$ cat src/hw/rtl/shared_region_slot_table_defines.svh
// assertion macros shared by the slot table modules
`ifndef SHARED_REGION_SLOT_TABLE_DEFINES_SVH
`define SHARED_REGION_SLOT_TABLE_DEFINES_SVH

`ifndef ASSERT_OFF
`define SRST_ASSERT(lbl, clk, rst_n, prop) \
    lbl: assert property (@(posedge clk) disable iff (!rst_n) prop) \
        else $error("srst assertion failed");
`define SRST_ASSERT_ALWAYS(lbl, clk, prop) \
    lbl: assert property (@(posedge clk) prop) \
        else $error("srst assertion failed");
`else
`define SRST_ASSERT(lbl, clk, rst_n, prop)
`define SRST_ASSERT_ALWAYS(lbl, clk, prop)
`endif

`endif

$ cat src/hw/rtl/srst_pkg.sv
// types and constants of the shared region slot table
`default_nettype none

package srst_pkg;

    localparam int SLOT_COUNT_DEF = 16;

    localparam int ADDR_W     = 64;
    localparam int PE_W       = 12;
    localparam int OP_W       = 2;
    localparam int STATUS_W   = 2;
    localparam int SLOT_OUT_W = 4;

    localparam int S_TDATA_W = 144;
    localparam int S_TUSER_W = 2;
    localparam int M_TDATA_W = 72;
    localparam int M_TUSER_W = 2;

    localparam logic [OP_W-1:0] OP_REGISTER  = 2'd0;
    localparam logic [OP_W-1:0] OP_FREE      = 2'd1;
    localparam logic [OP_W-1:0] OP_TRANSLATE = 2'd2;
    localparam logic [OP_W-1:0] OP_NONE      = 2'd3;

    localparam logic [STATUS_W-1:0] ST_OK       = 2'd0;
    localparam logic [STATUS_W-1:0] ST_FULL     = 2'd1;
    localparam logic [STATUS_W-1:0] ST_REJECT   = 2'd2;
    localparam logic [STATUS_W-1:0] ST_NOTFOUND = 2'd3;

    typedef struct packed {
        logic latch;
        logic idx_clr;
        logic idx_inc;
        logic found_clr;
        logic found_set;
        logic finish;
    } t_cmd;

    typedef struct packed {
        logic fast;
        logic match;
        logic last;
        logic out_free;
    } t_stat;

endpackage

`default_nettype wire

$ cat src/hw/rtl/shared_region_slot_table.sv
// top level of the shared region slot table
//
//  channel   dir  handshake                word
//  s         in   i_s_tvalid/o_s_tready    tuser op, tdata address/size/pe
//  m         out  o_m_tvalid/i_m_tready    tuser status, tdata slot/hit/addr
//  cfg       in   i_cfg_valid/o_cfg_ready  local pe number
//
// one word at a time: accept, decide, then a scan of the slot memory with a
// registered read, then a compare, per slot, then finish
// fast cases (bad register, local translate, unused op) skip the scan
// a full scan reads every slot in turn through the single memory read port
// reset clears all slot valid bits at once, no clearing pass
// a stalled result waits in the output register; the next word is then taken
// and processed up to the finish step
`default_nettype none

module shared_region_slot_table #(
    parameter int SLOT_COUNT = srst_pkg::SLOT_COUNT_DEF
) (
    input  wire logic                           i_clk,
    input  wire logic                           i_rst_n,
    input  wire logic                           i_cfg_valid,
    output logic                                o_cfg_ready,
    input  wire logic [srst_pkg::PE_W-1:0]      i_cfg_data,
    input  wire logic                           i_s_tvalid,
    output logic                                o_s_tready,
    // address, region_size, target_pe, zero pad
    input  wire logic [srst_pkg::S_TDATA_W-1:0] i_s_tdata,
    // operation
    input  wire logic [srst_pkg::S_TUSER_W-1:0] i_s_tuser,
    output logic                                o_m_tvalid,
    input  wire logic                           i_m_tready,
    // slot_index, local_hit, result_address, zero pad
    output logic [srst_pkg::M_TDATA_W-1:0]      o_m_tdata,
    // status
    output logic [srst_pkg::M_TUSER_W-1:0]      o_m_tuser
);
    import srst_pkg::*;

    t_cmd  w_cmd;
    t_stat w_stat;

    assign o_cfg_ready = i_rst_n;

    srst_ctrl u_ctrl (
        .i_clk      (i_clk),
        .i_rst_n    (i_rst_n),
        .i_s_tvalid (i_s_tvalid),
        .o_s_tready (o_s_tready),
        .i_stat     (w_stat),
        .o_cmd      (w_cmd)
    );

    srst_dpath #(
        .SLOT_COUNT (SLOT_COUNT)
    ) u_dpath (
        .i_clk       (i_clk),
        .i_rst_n     (i_rst_n),
        .i_cmd       (w_cmd),
        .o_stat      (w_stat),
        .i_cfg_valid (i_cfg_valid),
        .i_cfg_data  (i_cfg_data),
        .i_s_tdata   (i_s_tdata),
        .i_s_tuser   (i_s_tuser),
        .o_m_tvalid  (o_m_tvalid),
        .i_m_tready  (i_m_tready),
        .o_m_tdata   (o_m_tdata),
        .o_m_tuser   (o_m_tuser)
    );

endmodule

`default_nettype wire

$ cat src/hw/rtl/srst_ctrl.sv
// sequencer of the slot table: accept, decide, scan, finish
`default_nettype none
`include "shared_region_slot_table_defines.svh"

module srst_ctrl (
    input  wire logic          i_clk,
    input  wire logic          i_rst_n,
    input  wire logic          i_s_tvalid,
    output logic               o_s_tready,
    input  wire srst_pkg::t_stat i_stat,
    output srst_pkg::t_cmd     o_cmd
);
    import srst_pkg::*;

    typedef enum logic [4:0] {
        S_IDLE   = 5'b00001,
        S_DECIDE = 5'b00010,
        S_RD     = 5'b00100,
        S_CMP    = 5'b01000,
        S_FIN    = 5'b10000
    } t_state;

    t_state r_state;
    t_state n_state;

    always_ff @(posedge i_clk) begin
        if (!i_rst_n) begin
            r_state <= S_IDLE;
        end else begin
            r_state <= n_state;
        end
    end

    always_comb begin
        n_state    = r_state;
        o_cmd      = '0;
        o_s_tready = 1'b0;
        unique case (r_state)
            S_IDLE: begin
                o_s_tready = i_rst_n;
                if (i_s_tvalid && i_rst_n) begin
                    o_cmd.latch = 1'b1;
                    n_state     = S_DECIDE;
                end
            end
            S_DECIDE: begin
                o_cmd.found_clr = 1'b1;
                o_cmd.idx_clr   = 1'b1;
                n_state         = i_stat.fast ? S_FIN : S_RD;
            end
            S_RD: begin
                n_state = S_CMP;
            end
            S_CMP: begin
                priority if (i_stat.match) begin
                    o_cmd.found_set = 1'b1;
                    n_state         = S_FIN;
                end else if (i_stat.last) begin
                    n_state = S_FIN;
                end else begin
                    o_cmd.idx_inc = 1'b1;
                    n_state       = S_RD;
                end
            end
            S_FIN: begin
                if (i_stat.out_free) begin
                    o_cmd.finish = 1'b1;
                    n_state      = S_IDLE;
                end
            end
            default: begin
                n_state = S_IDLE;
            end
        endcase
    end

    `SRST_ASSERT(a_busy_after_accept, i_clk, i_rst_n, (i_s_tvalid && o_s_tready) |=> !o_s_tready)
    `SRST_ASSERT(a_fin_holds, i_clk, i_rst_n, (r_state == S_FIN && !i_stat.out_free) |=> (r_state == S_FIN))

endmodule

`default_nettype wire

$ cat src/hw/rtl/srst_dpath.sv
// slot memory, scan compare, result build and output register
`default_nettype none
`include "shared_region_slot_table_defines.svh"

module srst_dpath #(
    parameter int SLOT_COUNT = srst_pkg::SLOT_COUNT_DEF
) (
    input  wire logic                         i_clk,
    input  wire logic                         i_rst_n,
    input  wire srst_pkg::t_cmd               i_cmd,
    output srst_pkg::t_stat                   o_stat,
    input  wire logic                         i_cfg_valid,
    input  wire logic [srst_pkg::PE_W-1:0]    i_cfg_data,
    input  wire logic [srst_pkg::S_TDATA_W-1:0] i_s_tdata,
    input  wire logic [srst_pkg::S_TUSER_W-1:0] i_s_tuser,
    output logic                              o_m_tvalid,
    input  wire logic                         i_m_tready,
    output logic [srst_pkg::M_TDATA_W-1:0]    o_m_tdata,
    output logic [srst_pkg::M_TUSER_W-1:0]    o_m_tuser
);
    import srst_pkg::*;

    localparam int IW = (SLOT_COUNT > 1) ? $clog2(SLOT_COUNT) : 1;
    localparam logic [IW-1:0] IDX_LAST = IW'(SLOT_COUNT - 1);

    logic [ADDR_W-1:0] mem_start [SLOT_COUNT];
    logic [ADDR_W-1:0] mem_len   [SLOT_COUNT];
    logic [SLOT_COUNT-1:0] r_valid;

    logic [PE_W-1:0]   r_local_pe;
    logic [OP_W-1:0]   r_op;
    logic [ADDR_W-1:0] r_addr;
    logic [ADDR_W-1:0] r_size;
    logic [PE_W-1:0]   r_tpe;
    logic [IW-1:0]     r_idx;
    logic              r_found;
    logic [ADDR_W-1:0] r_rd_start;
    logic [ADDR_W-1:0] r_rd_len;
    logic              r_rd_used;

    logic                  r_out_valid;
    logic [STATUS_W-1:0]   r_out_status;
    logic [SLOT_OUT_W-1:0] r_out_slot;
    logic                  r_out_hit;
    logic [ADDR_W-1:0]     r_out_addr;

    logic                  w_reject;
    logic                  w_local;
    logic [ADDR_W:0]       w_diff;
    logic                  w_in_range;
    logic                  w_we_reg;
    logic                  w_we_free;
    logic [STATUS_W-1:0]   w_status;
    logic [SLOT_OUT_W-1:0] w_slot;
    logic                  w_hit;
    logic [ADDR_W-1:0]     w_res;

    always_ff @(posedge i_clk) begin
        if (!i_rst_n) begin
            r_local_pe <= '0;
        end else if (i_cfg_valid) begin
            r_local_pe <= i_cfg_data;
        end
    end

    always_ff @(posedge i_clk) begin
        if (i_cmd.latch) begin
            r_op   <= i_s_tuser[OP_W-1:0];
            r_addr <= i_s_tdata[ADDR_W-1:0];
            r_size <= i_s_tdata[2*ADDR_W-1:ADDR_W];
            r_tpe  <= i_s_tdata[2*ADDR_W+PE_W-1:2*ADDR_W];
        end
    end

    always_ff @(posedge i_clk) begin
        if (!i_rst_n) begin
            r_idx   <= '0;
            r_found <= 1'b0;
        end else begin
            if (i_cmd.idx_clr) begin
                r_idx <= '0;
            end else if (i_cmd.idx_inc) begin
                r_idx <= r_idx + 1'b1;
            end
            if (i_cmd.found_clr) begin
                r_found <= 1'b0;
            end else if (i_cmd.found_set) begin
                r_found <= 1'b1;
            end
        end
    end

    // slot memory: one write port, one registered read port at the scan index
    always_ff @(posedge i_clk) begin
        if (w_we_reg) begin
            mem_start[r_idx] <= r_addr;
            mem_len[r_idx]   <= r_size;
        end
        r_rd_start <= mem_start[r_idx];
        r_rd_len   <= mem_len[r_idx];
    end

    always_ff @(posedge i_clk) begin
        if (!i_rst_n) begin
            r_valid   <= '0;
            r_rd_used <= 1'b0;
        end else begin
            if (w_we_reg) begin
                r_valid[r_idx] <= 1'b1;
            end else if (w_we_free) begin
                r_valid[r_idx] <= 1'b0;
            end
            r_rd_used <= r_valid[r_idx];
        end
    end

    assign w_reject   = (r_size == '0) || (r_addr == '0);
    assign w_local    = (r_tpe == r_local_pe);
    assign w_diff     = {1'b0, r_addr} - {1'b0, r_rd_start};
    assign w_in_range = r_rd_used && !w_diff[ADDR_W] && (w_diff[ADDR_W-1:0] < r_rd_len);

    assign o_stat.fast     = (r_op == OP_NONE) || ((r_op == OP_REGISTER) && w_reject) ||
                             ((r_op == OP_TRANSLATE) && w_local);
    assign o_stat.match    = (r_op == OP_REGISTER) ? !r_rd_used : w_in_range;
    assign o_stat.last     = (r_idx == IDX_LAST);
    assign o_stat.out_free = !r_out_valid || i_m_tready;

    assign w_we_reg  = i_cmd.finish && (r_op == OP_REGISTER) && !w_reject && r_found;
    assign w_we_free = i_cmd.finish && (r_op == OP_FREE) && r_found;

    always_comb begin
        w_status = ST_NOTFOUND;
        w_slot   = '0;
        w_hit    = 1'b0;
        w_res    = '0;
        unique case (r_op)
            OP_REGISTER: begin
                priority if (w_reject) begin
                    w_status = ST_REJECT;
                end else if (r_found) begin
                    w_status = ST_OK;
                    w_slot   = SLOT_OUT_W'(r_idx);
                    w_res    = r_addr;
                end else begin
                    w_status = ST_FULL;
                end
            end
            OP_FREE: begin
                if (r_found) begin
                    w_status = ST_OK;
                    w_slot   = SLOT_OUT_W'(r_idx);
                end
            end
            OP_TRANSLATE: begin
                priority if (w_local) begin
                    w_status = ST_OK;
                    w_hit    = 1'b1;
                    w_res    = r_addr;
                end else if (r_found) begin
                    w_status = ST_OK;
                    w_slot   = SLOT_OUT_W'(r_idx);
                    w_res    = w_diff[ADDR_W-1:0];
                end
            end
            OP_NONE: begin
                w_status = ST_NOTFOUND;
            end
        endcase
    end

    always_ff @(posedge i_clk) begin
        if (!i_rst_n) begin
            r_out_valid <= 1'b0;
        end else if (i_cmd.finish) begin
            r_out_valid <= 1'b1;
        end else if (i_m_tready) begin
            r_out_valid <= 1'b0;
        end
    end

    always_ff @(posedge i_clk) begin
        if (i_cmd.finish) begin
            r_out_status <= w_status;
            r_out_slot   <= w_slot;
            r_out_hit    <= w_hit;
            r_out_addr   <= w_res;
        end
    end

    assign o_m_tvalid = r_out_valid;
    assign o_m_tuser  = r_out_status;
    assign o_m_tdata  = {{(M_TDATA_W - SLOT_OUT_W - 1 - ADDR_W){1'b0}},
                         r_out_addr, r_out_hit, r_out_slot};

    `SRST_ASSERT(a_reg_sets_valid, i_clk, i_rst_n, w_we_reg |=> r_valid[$past(r_idx)])
    `SRST_ASSERT(a_free_clears_valid, i_clk, i_rst_n, w_we_free |=> !r_valid[$past(r_idx)])
    `SRST_ASSERT(a_hit_is_ok, i_clk, i_rst_n, (r_out_valid && r_out_hit) |-> (r_out_status == ST_OK))

endmodule

`default_nettype wire
$ cat config.mk
export PLATFORM = sky130hd
export DESIGN_NAME = shared_region_slot_table
export DESIGN_NICKNAME = d
export VERILOG_FILES = /design/src/hw/rtl/srst_pkg.sv /design/src/hw/rtl/shared_region_slot_table.sv /design/src/hw/rtl/srst_ctrl.sv /design/src/hw/rtl/srst_dpath.sv
export VERILOG_INCLUDE_DIRS = /design/src /design/src/hw/rtl
export SDC_FILE = /design/constraint.sdc
export NUM_CORES = 2
export LEC_CHECK = 0
export ABC_AREA = 1
export BUFFER_PORTS_ARGS = -buffer_cell sky130_fd_sc_hd__clkbuf_2
export CELL_PAD_IN_SITES_DETAIL_PLACEMENT = 1
export CELL_PAD_IN_SITES_GLOBAL_PLACEMENT = 2
export CORE_MARGIN = 5
export CORE_UTILIZATION = 25
export DETAILED_ROUTE_END_ITERATION = 12
export PLACE_DENSITY_LB_ADDON = 0.1
export SYNTH_ARGS = -nofsm -noshare
export SYNTH_HDL_FRONTEND = slang
export SYNTH_SLANG_ARGS = --single-unit
$ cat constraint.sdc
create_clock -name i_clk -period 8.78 [get_ports i_clk]
set_clock_uncertainty 0.1 [all_clocks]
set_input_delay 0.878 -clock i_clk [delete_from_list [all_inputs] [get_ports i_clk]]
set_output_delay 0.878 -clock i_clk [all_outputs]
set_load 0.01 [all_outputs]
==> reports/results.md <==
| Item | Reported | Unit |
|---|---|---|
| Status | complete, no violations | - |
| Pins Over Slew Limit | 0 | - |
| Post-synthesis cell count | 7,824 | - |
| Final wirelength | 370,000 | um |
| Top Metal Used | met5 | - |
| Delay-heaviest family, CP | compound AO/OA/AOI/OAI gates | - |
| Leading cell types by count after synthesis | 2,261 x sky130_fd_sc_hd__edfxtp_1, 1,243 x sky130_fd_sc_hd__nor2_1, 1,135 x sky130_fd_sc_hd__o21ai_0 | - |
| Clock network fraction of total power | 48.5 | % |
| Routed length per instance | 27.2 | um |
| CP Buf/Inv Count | 1 | - |
| Clock tree from TritonCTS | built | - |
| Hold-critical path depth | 1 | - |
| Count of hold-fix buffers inserted at cts | 101 | - |
| Cell with the biggest individual delay on the critical path | sky130_fd_sc_hd__edfxtp_1 | - |
| Worst reg2reg path depth | 20 | - |
| Startpoint of the lowest-slack hold path | i_s_tdata[89] | - |
| Clock tree buffer depth | 4 | - |
| Avg Inst Size Synth | 12.4 | sq um |
| Peak Freq | 0.182 | GHz |
| Startpoint Class | register | - |
| Number of vias per cell after detailed routing | 4.68 | - |
| Unrepaired setup endpoints after global routing | false | - |
| Largest fanout on the critical path | 19 | - |
| Flops & latches, synth | 2,429 | - |
| Maximum vdd drop | 0.140 | mV |
| Number of sinks driven by the clock tree | 2,429 | - |
| Number of top-level pins | 240 | - |
| Reg-to-Reg Start | u_dpath.r_addr[38] | - |
| Clock H-tree levels | 5 | - |
| Proportion of power drawn by combinational gates | 2.0 | % |
| Max Cap Violations | 0 | - |
| PD cells | 224 | nW/um^2 |
| Start-to-end type of the worst setup path | reg2reg | - |
| Clock Root Buffer | sky130_fd_sc_hd__clkbuf_16 | - |
| Number of global-route vias before repair | 66,938 | - |
| Final Instance Area | 115,000 | sq um |
| Hold Violations, Final | 0 | - |
| Global-route wire length before repair | 517,000 | um |
| Setup Buffers After CTS | 0 | - |
| Longest individual stage delay on the worst path | 0.77 | ns |
| Floorplan row count | 228 | - |
| Hold crit path type | in2reg | - |
| Antenna Nets Post-Route | 0 | - |
| Ratio of final minimum period to clock period | 62.6 | % |
| Share of post-route cells with drive strength above 1 | 10.5 | % |
| TritonCTS Buffers | 301 | - |
| Sum of overflow across all layers after global routing | 0 | - |
| Residual DRC | 0 | - |
| Switching share of power | 21.6 | % |
| Final #Nets | 8,466 | - |
| Detailed Routing Iterations Pass 1 | 5 | - |
| EDFF count, synth | 2,261 | - |
| Accumulated negative setup slack | 0 | ns |
| Initial core utilization | 25.1 | % |
| Detailed router's first-iteration violation count | 3,868 | - |
| Placement Cell Area | 104,000 | sq um |
| PostCTS Resize Cnt | 0 | - |
| Detailed Place HPWL | 209,000 | um |
| Most used flip-flop cell after synthesis | sky130_fd_sc_hd__edfxtp_1 | - |
| Horizontal die dimension | 633 | um |
| Placeable core area | 386,000 | sq um |
| Antenna violations before repair | 33 | - |
| Final setup violation count | 0 | - |
| Reg2Reg Capture Point | u_dpath.r_idx[0] | - |
| Worst max-slew margin expressed relative to the limit | 29.3 | % |
| Signed area change from the synthesized netlist to the final layout | 18.9 | % |
| Sequential element share of the synthesized area | 73.4 | % |
| Count of distinct cell types in the synthesized netlist | 57 | - |
| Fill cell count | 41,790 | - |
| Met1 wire length | 166,000 | um |
| Crit. End Element | register | - |
| Crit path required time | 9.50 | ns |
| Number of synthesis warnings | 0 | - |
| Design internal power | 20.3 | mW |
| Static Leakage | 39.3 | nW |
| Crit path arrival time | 6.22 | ns |
| Minimum clock period | 5.50 | ns |
| Number of vias after detailed routing | 63,774 | - |
| Slew of the pin with the lowest slew margin | 1.06 | ns |
| CP cell instances | ha_1 > a21oi_1 > o21ai_0 > a21oi_1 > nand2_1 > a21oi_1 > o21ai_0 > xnor2_1 > inv_1 > ha_1 > nand2_1 > nor2_1 > nand4_1 > nor3_1 > nand2_1 > nand3_2 > nand3_2 > nor2_2 > nand2_1 > a21oi_1 | - |
| Sum of met2 wire segment lengths after detailed routing | 181,000 | um |
| Synthesized cell area | 97,100 | sq um |
| Die extent in y | 633 | um |
| Global placement routability congestion | 0.788 | - |
| Async set-reset flop share out of synthesis | 0 | % |
| Leading area contributor after synthesis | sky130_fd_sc_hd__edfxtp_1 | - |
| Total GRT Usage | 17.9 | % |
| Met3 wire length | 11,400 | um |
| Endpoint of the worst hold-timing path | u_dpath.r_size[25] | - |
| Sw power | 5.59 | mW |
| Pin count of the biggest net entering global routing | 178 | - |
| R2r setup slk | 3.28 | ns |
| Clock slew seen by the registers of the worst setup and hold paths | 0.06 | ns |
| Most repeated cell in the gate-level netlist after synthesis | sky130_fd_sc_hd__edfxtp_1 | - |
| Top post-synthesis cells by area | sky130_fd_sc_hd__edfxtp_1 70%, sky130_fd_sc_hd__o21ai_0 5.9%, sky130_fd_sc_hd__nor2_1 4.8% | - |
| Sequential share of power | 49.5 | % |
| Die Footprint | 401,000 | sq um |
| Buffers on Ports | 232 | - |
| Clock network latency to the later pin of the worst-skew pair | 0.93 | ns |
| Area share of the largest cell type after synthesis | 69.9 | % |
## flip-flops by register name, indices dropped and copies added, names as in the netlist, named ones only
name	flops
u_dpath.r_rd_len	64
u_dpath.r_found	1
u_dpath.r_op	2
u_dpath.r_local_pe	12
u_dpath.r_rd_used	1
u_dpath.o_m_tvalid	1
u_dpath.r_tpe	12
u_dpath.r_out_addr	64
u_dpath.r_rd_start	64
u_dpath.mem_len	1024
u_dpath.r_out_hit	1
u_dpath.r_out_slot	4
u_ctrl.r_state	5
u_dpath.r_idx	4
u_dpath.r_size	64
u_dpath.mem_start	1024
u_dpath.r_addr	64
u_dpath.o_m_tuser	2
## cell families (layout without fill, tap and decap cells)
family          after synthesis  after routing  synth area share (%)
fa+ha+maj                   132            132                  1.71
flops                      2429           2429                  73.4
other cells                   1             20               0.00386
compound gates             1875           1875                  10.5
buf+inv                     810           1407                  3.24
xor+xnor                     59             59                 0.540
simple gates               2518           2518                  10.6
## worst max path at each step
stage / from / end / cells past startpoint
after global placement: u_dpath.r_addr[0] / u_dpath.r_idx[0] / 26
after detailed placement: u_dpath.r_addr[0] / u_dpath.r_idx[0] / 26
after global routing: u_dpath.r_addr[0] / u_dpath.r_idx[0] / 26
after floorplan: i_rst_n / u_dpath.r_addr[0] / 2
after CTS: u_dpath.r_addr[0] / u_dpath.r_idx[0] / 26
final: u_dpath.r_addr[38] / u_dpath.r_idx[0] / 20
## power by group through the flow
stage	Clock (mW)	Sequential [mW]	Combinational [mW]
2_1_floorplan	0	13.0	0.224
3_3_place_gp	0	13.0	0.508
3_5_place_dp	0	13.0	0.511
4_1_cts	12.9	12.8	0.549
5_1_grt	13.4	12.8	0.588
6_report	12.5	12.8	0.529
## layout by cell type, fill, tap and decap left out, types with 46 or more instances in the layout
master and count:
sky130_fd_sc_hd__a21oi_1 143, sky130_fd_sc_hd__buf_4 114, sky130_fd_sc_hd__clkbuf_1 75, sky130_fd_sc_hd__clkbuf_16 308
sky130_fd_sc_hd__clkbuf_2 232, sky130_fd_sc_hd__clkinv_2 52, sky130_fd_sc_hd__dfxtp_1 166, sky130_fd_sc_hd__dlygate4sd3_1 101
sky130_fd_sc_hd__edfxtp_1 2261, sky130_fd_sc_hd__ha_1 131, sky130_fd_sc_hd__inv_1 358, sky130_fd_sc_hd__nand2_1 940
sky130_fd_sc_hd__nand3_1 63, sky130_fd_sc_hd__nand4_1 150, sky130_fd_sc_hd__nor2_1 1238, sky130_fd_sc_hd__o21ai_0 1134
sky130_fd_sc_hd__o22ai_1 521, sky130_fd_sc_hd__xor2_1 46
## area by class of cell
| type | instances | area (sq um) | area share (%) |
|---|---|---|---|
| Sequential cell | 2429 | 71300 | 61.7 |
| Multi-Input combinational cell | 4587 | 22700 | 19.7 |
| Clock buffer | 405 | 8290 | 7.18 |
| Tap cell | 5175 | 6470 | 5.61 |
| Timing Repair Buffer | 468 | 3450 | 2.99 |
| Clock inverter | 150 | 1590 | 1.38 |
| Inverter | 384 | 1580 | 1.37 |
| Antenna cell | 17 | 42.5 | 0.0369 |
## metal layers
layer / up-vias / GRT usage [%]
li1: 29098 / -
met1: 33167 / 23.7
met2: 1029 / 30.9
met3: 476 / 1.84
met4: 4 / 5.43
met5: - / 0
## stage by stage
stage / cells / total power [mW] / utilization [%] / worst slack (ns) / hold slack [ns]
3_5_place_dp: 12942 / 13.6 / 27.1 / 3.17 / 0.368
4_1_cts: 13598 / 26.3 / 29.9 / 3.12 / 0.000629
6_report: 13615 / 25.9 / 29.9 / 3.28 / 0.0919
3_3_place_gp: 12942 / 13.5 / 27.1 / 3.22 / 0.358
2_1_floorplan: 7826 / 13.2 / - / 1.17 / 0.347
5_1_grt: 13612 / 26.8 / 29.9 / 2.72 / 0.0342
No activity file was read; power rests on OpenSTA's default activity.
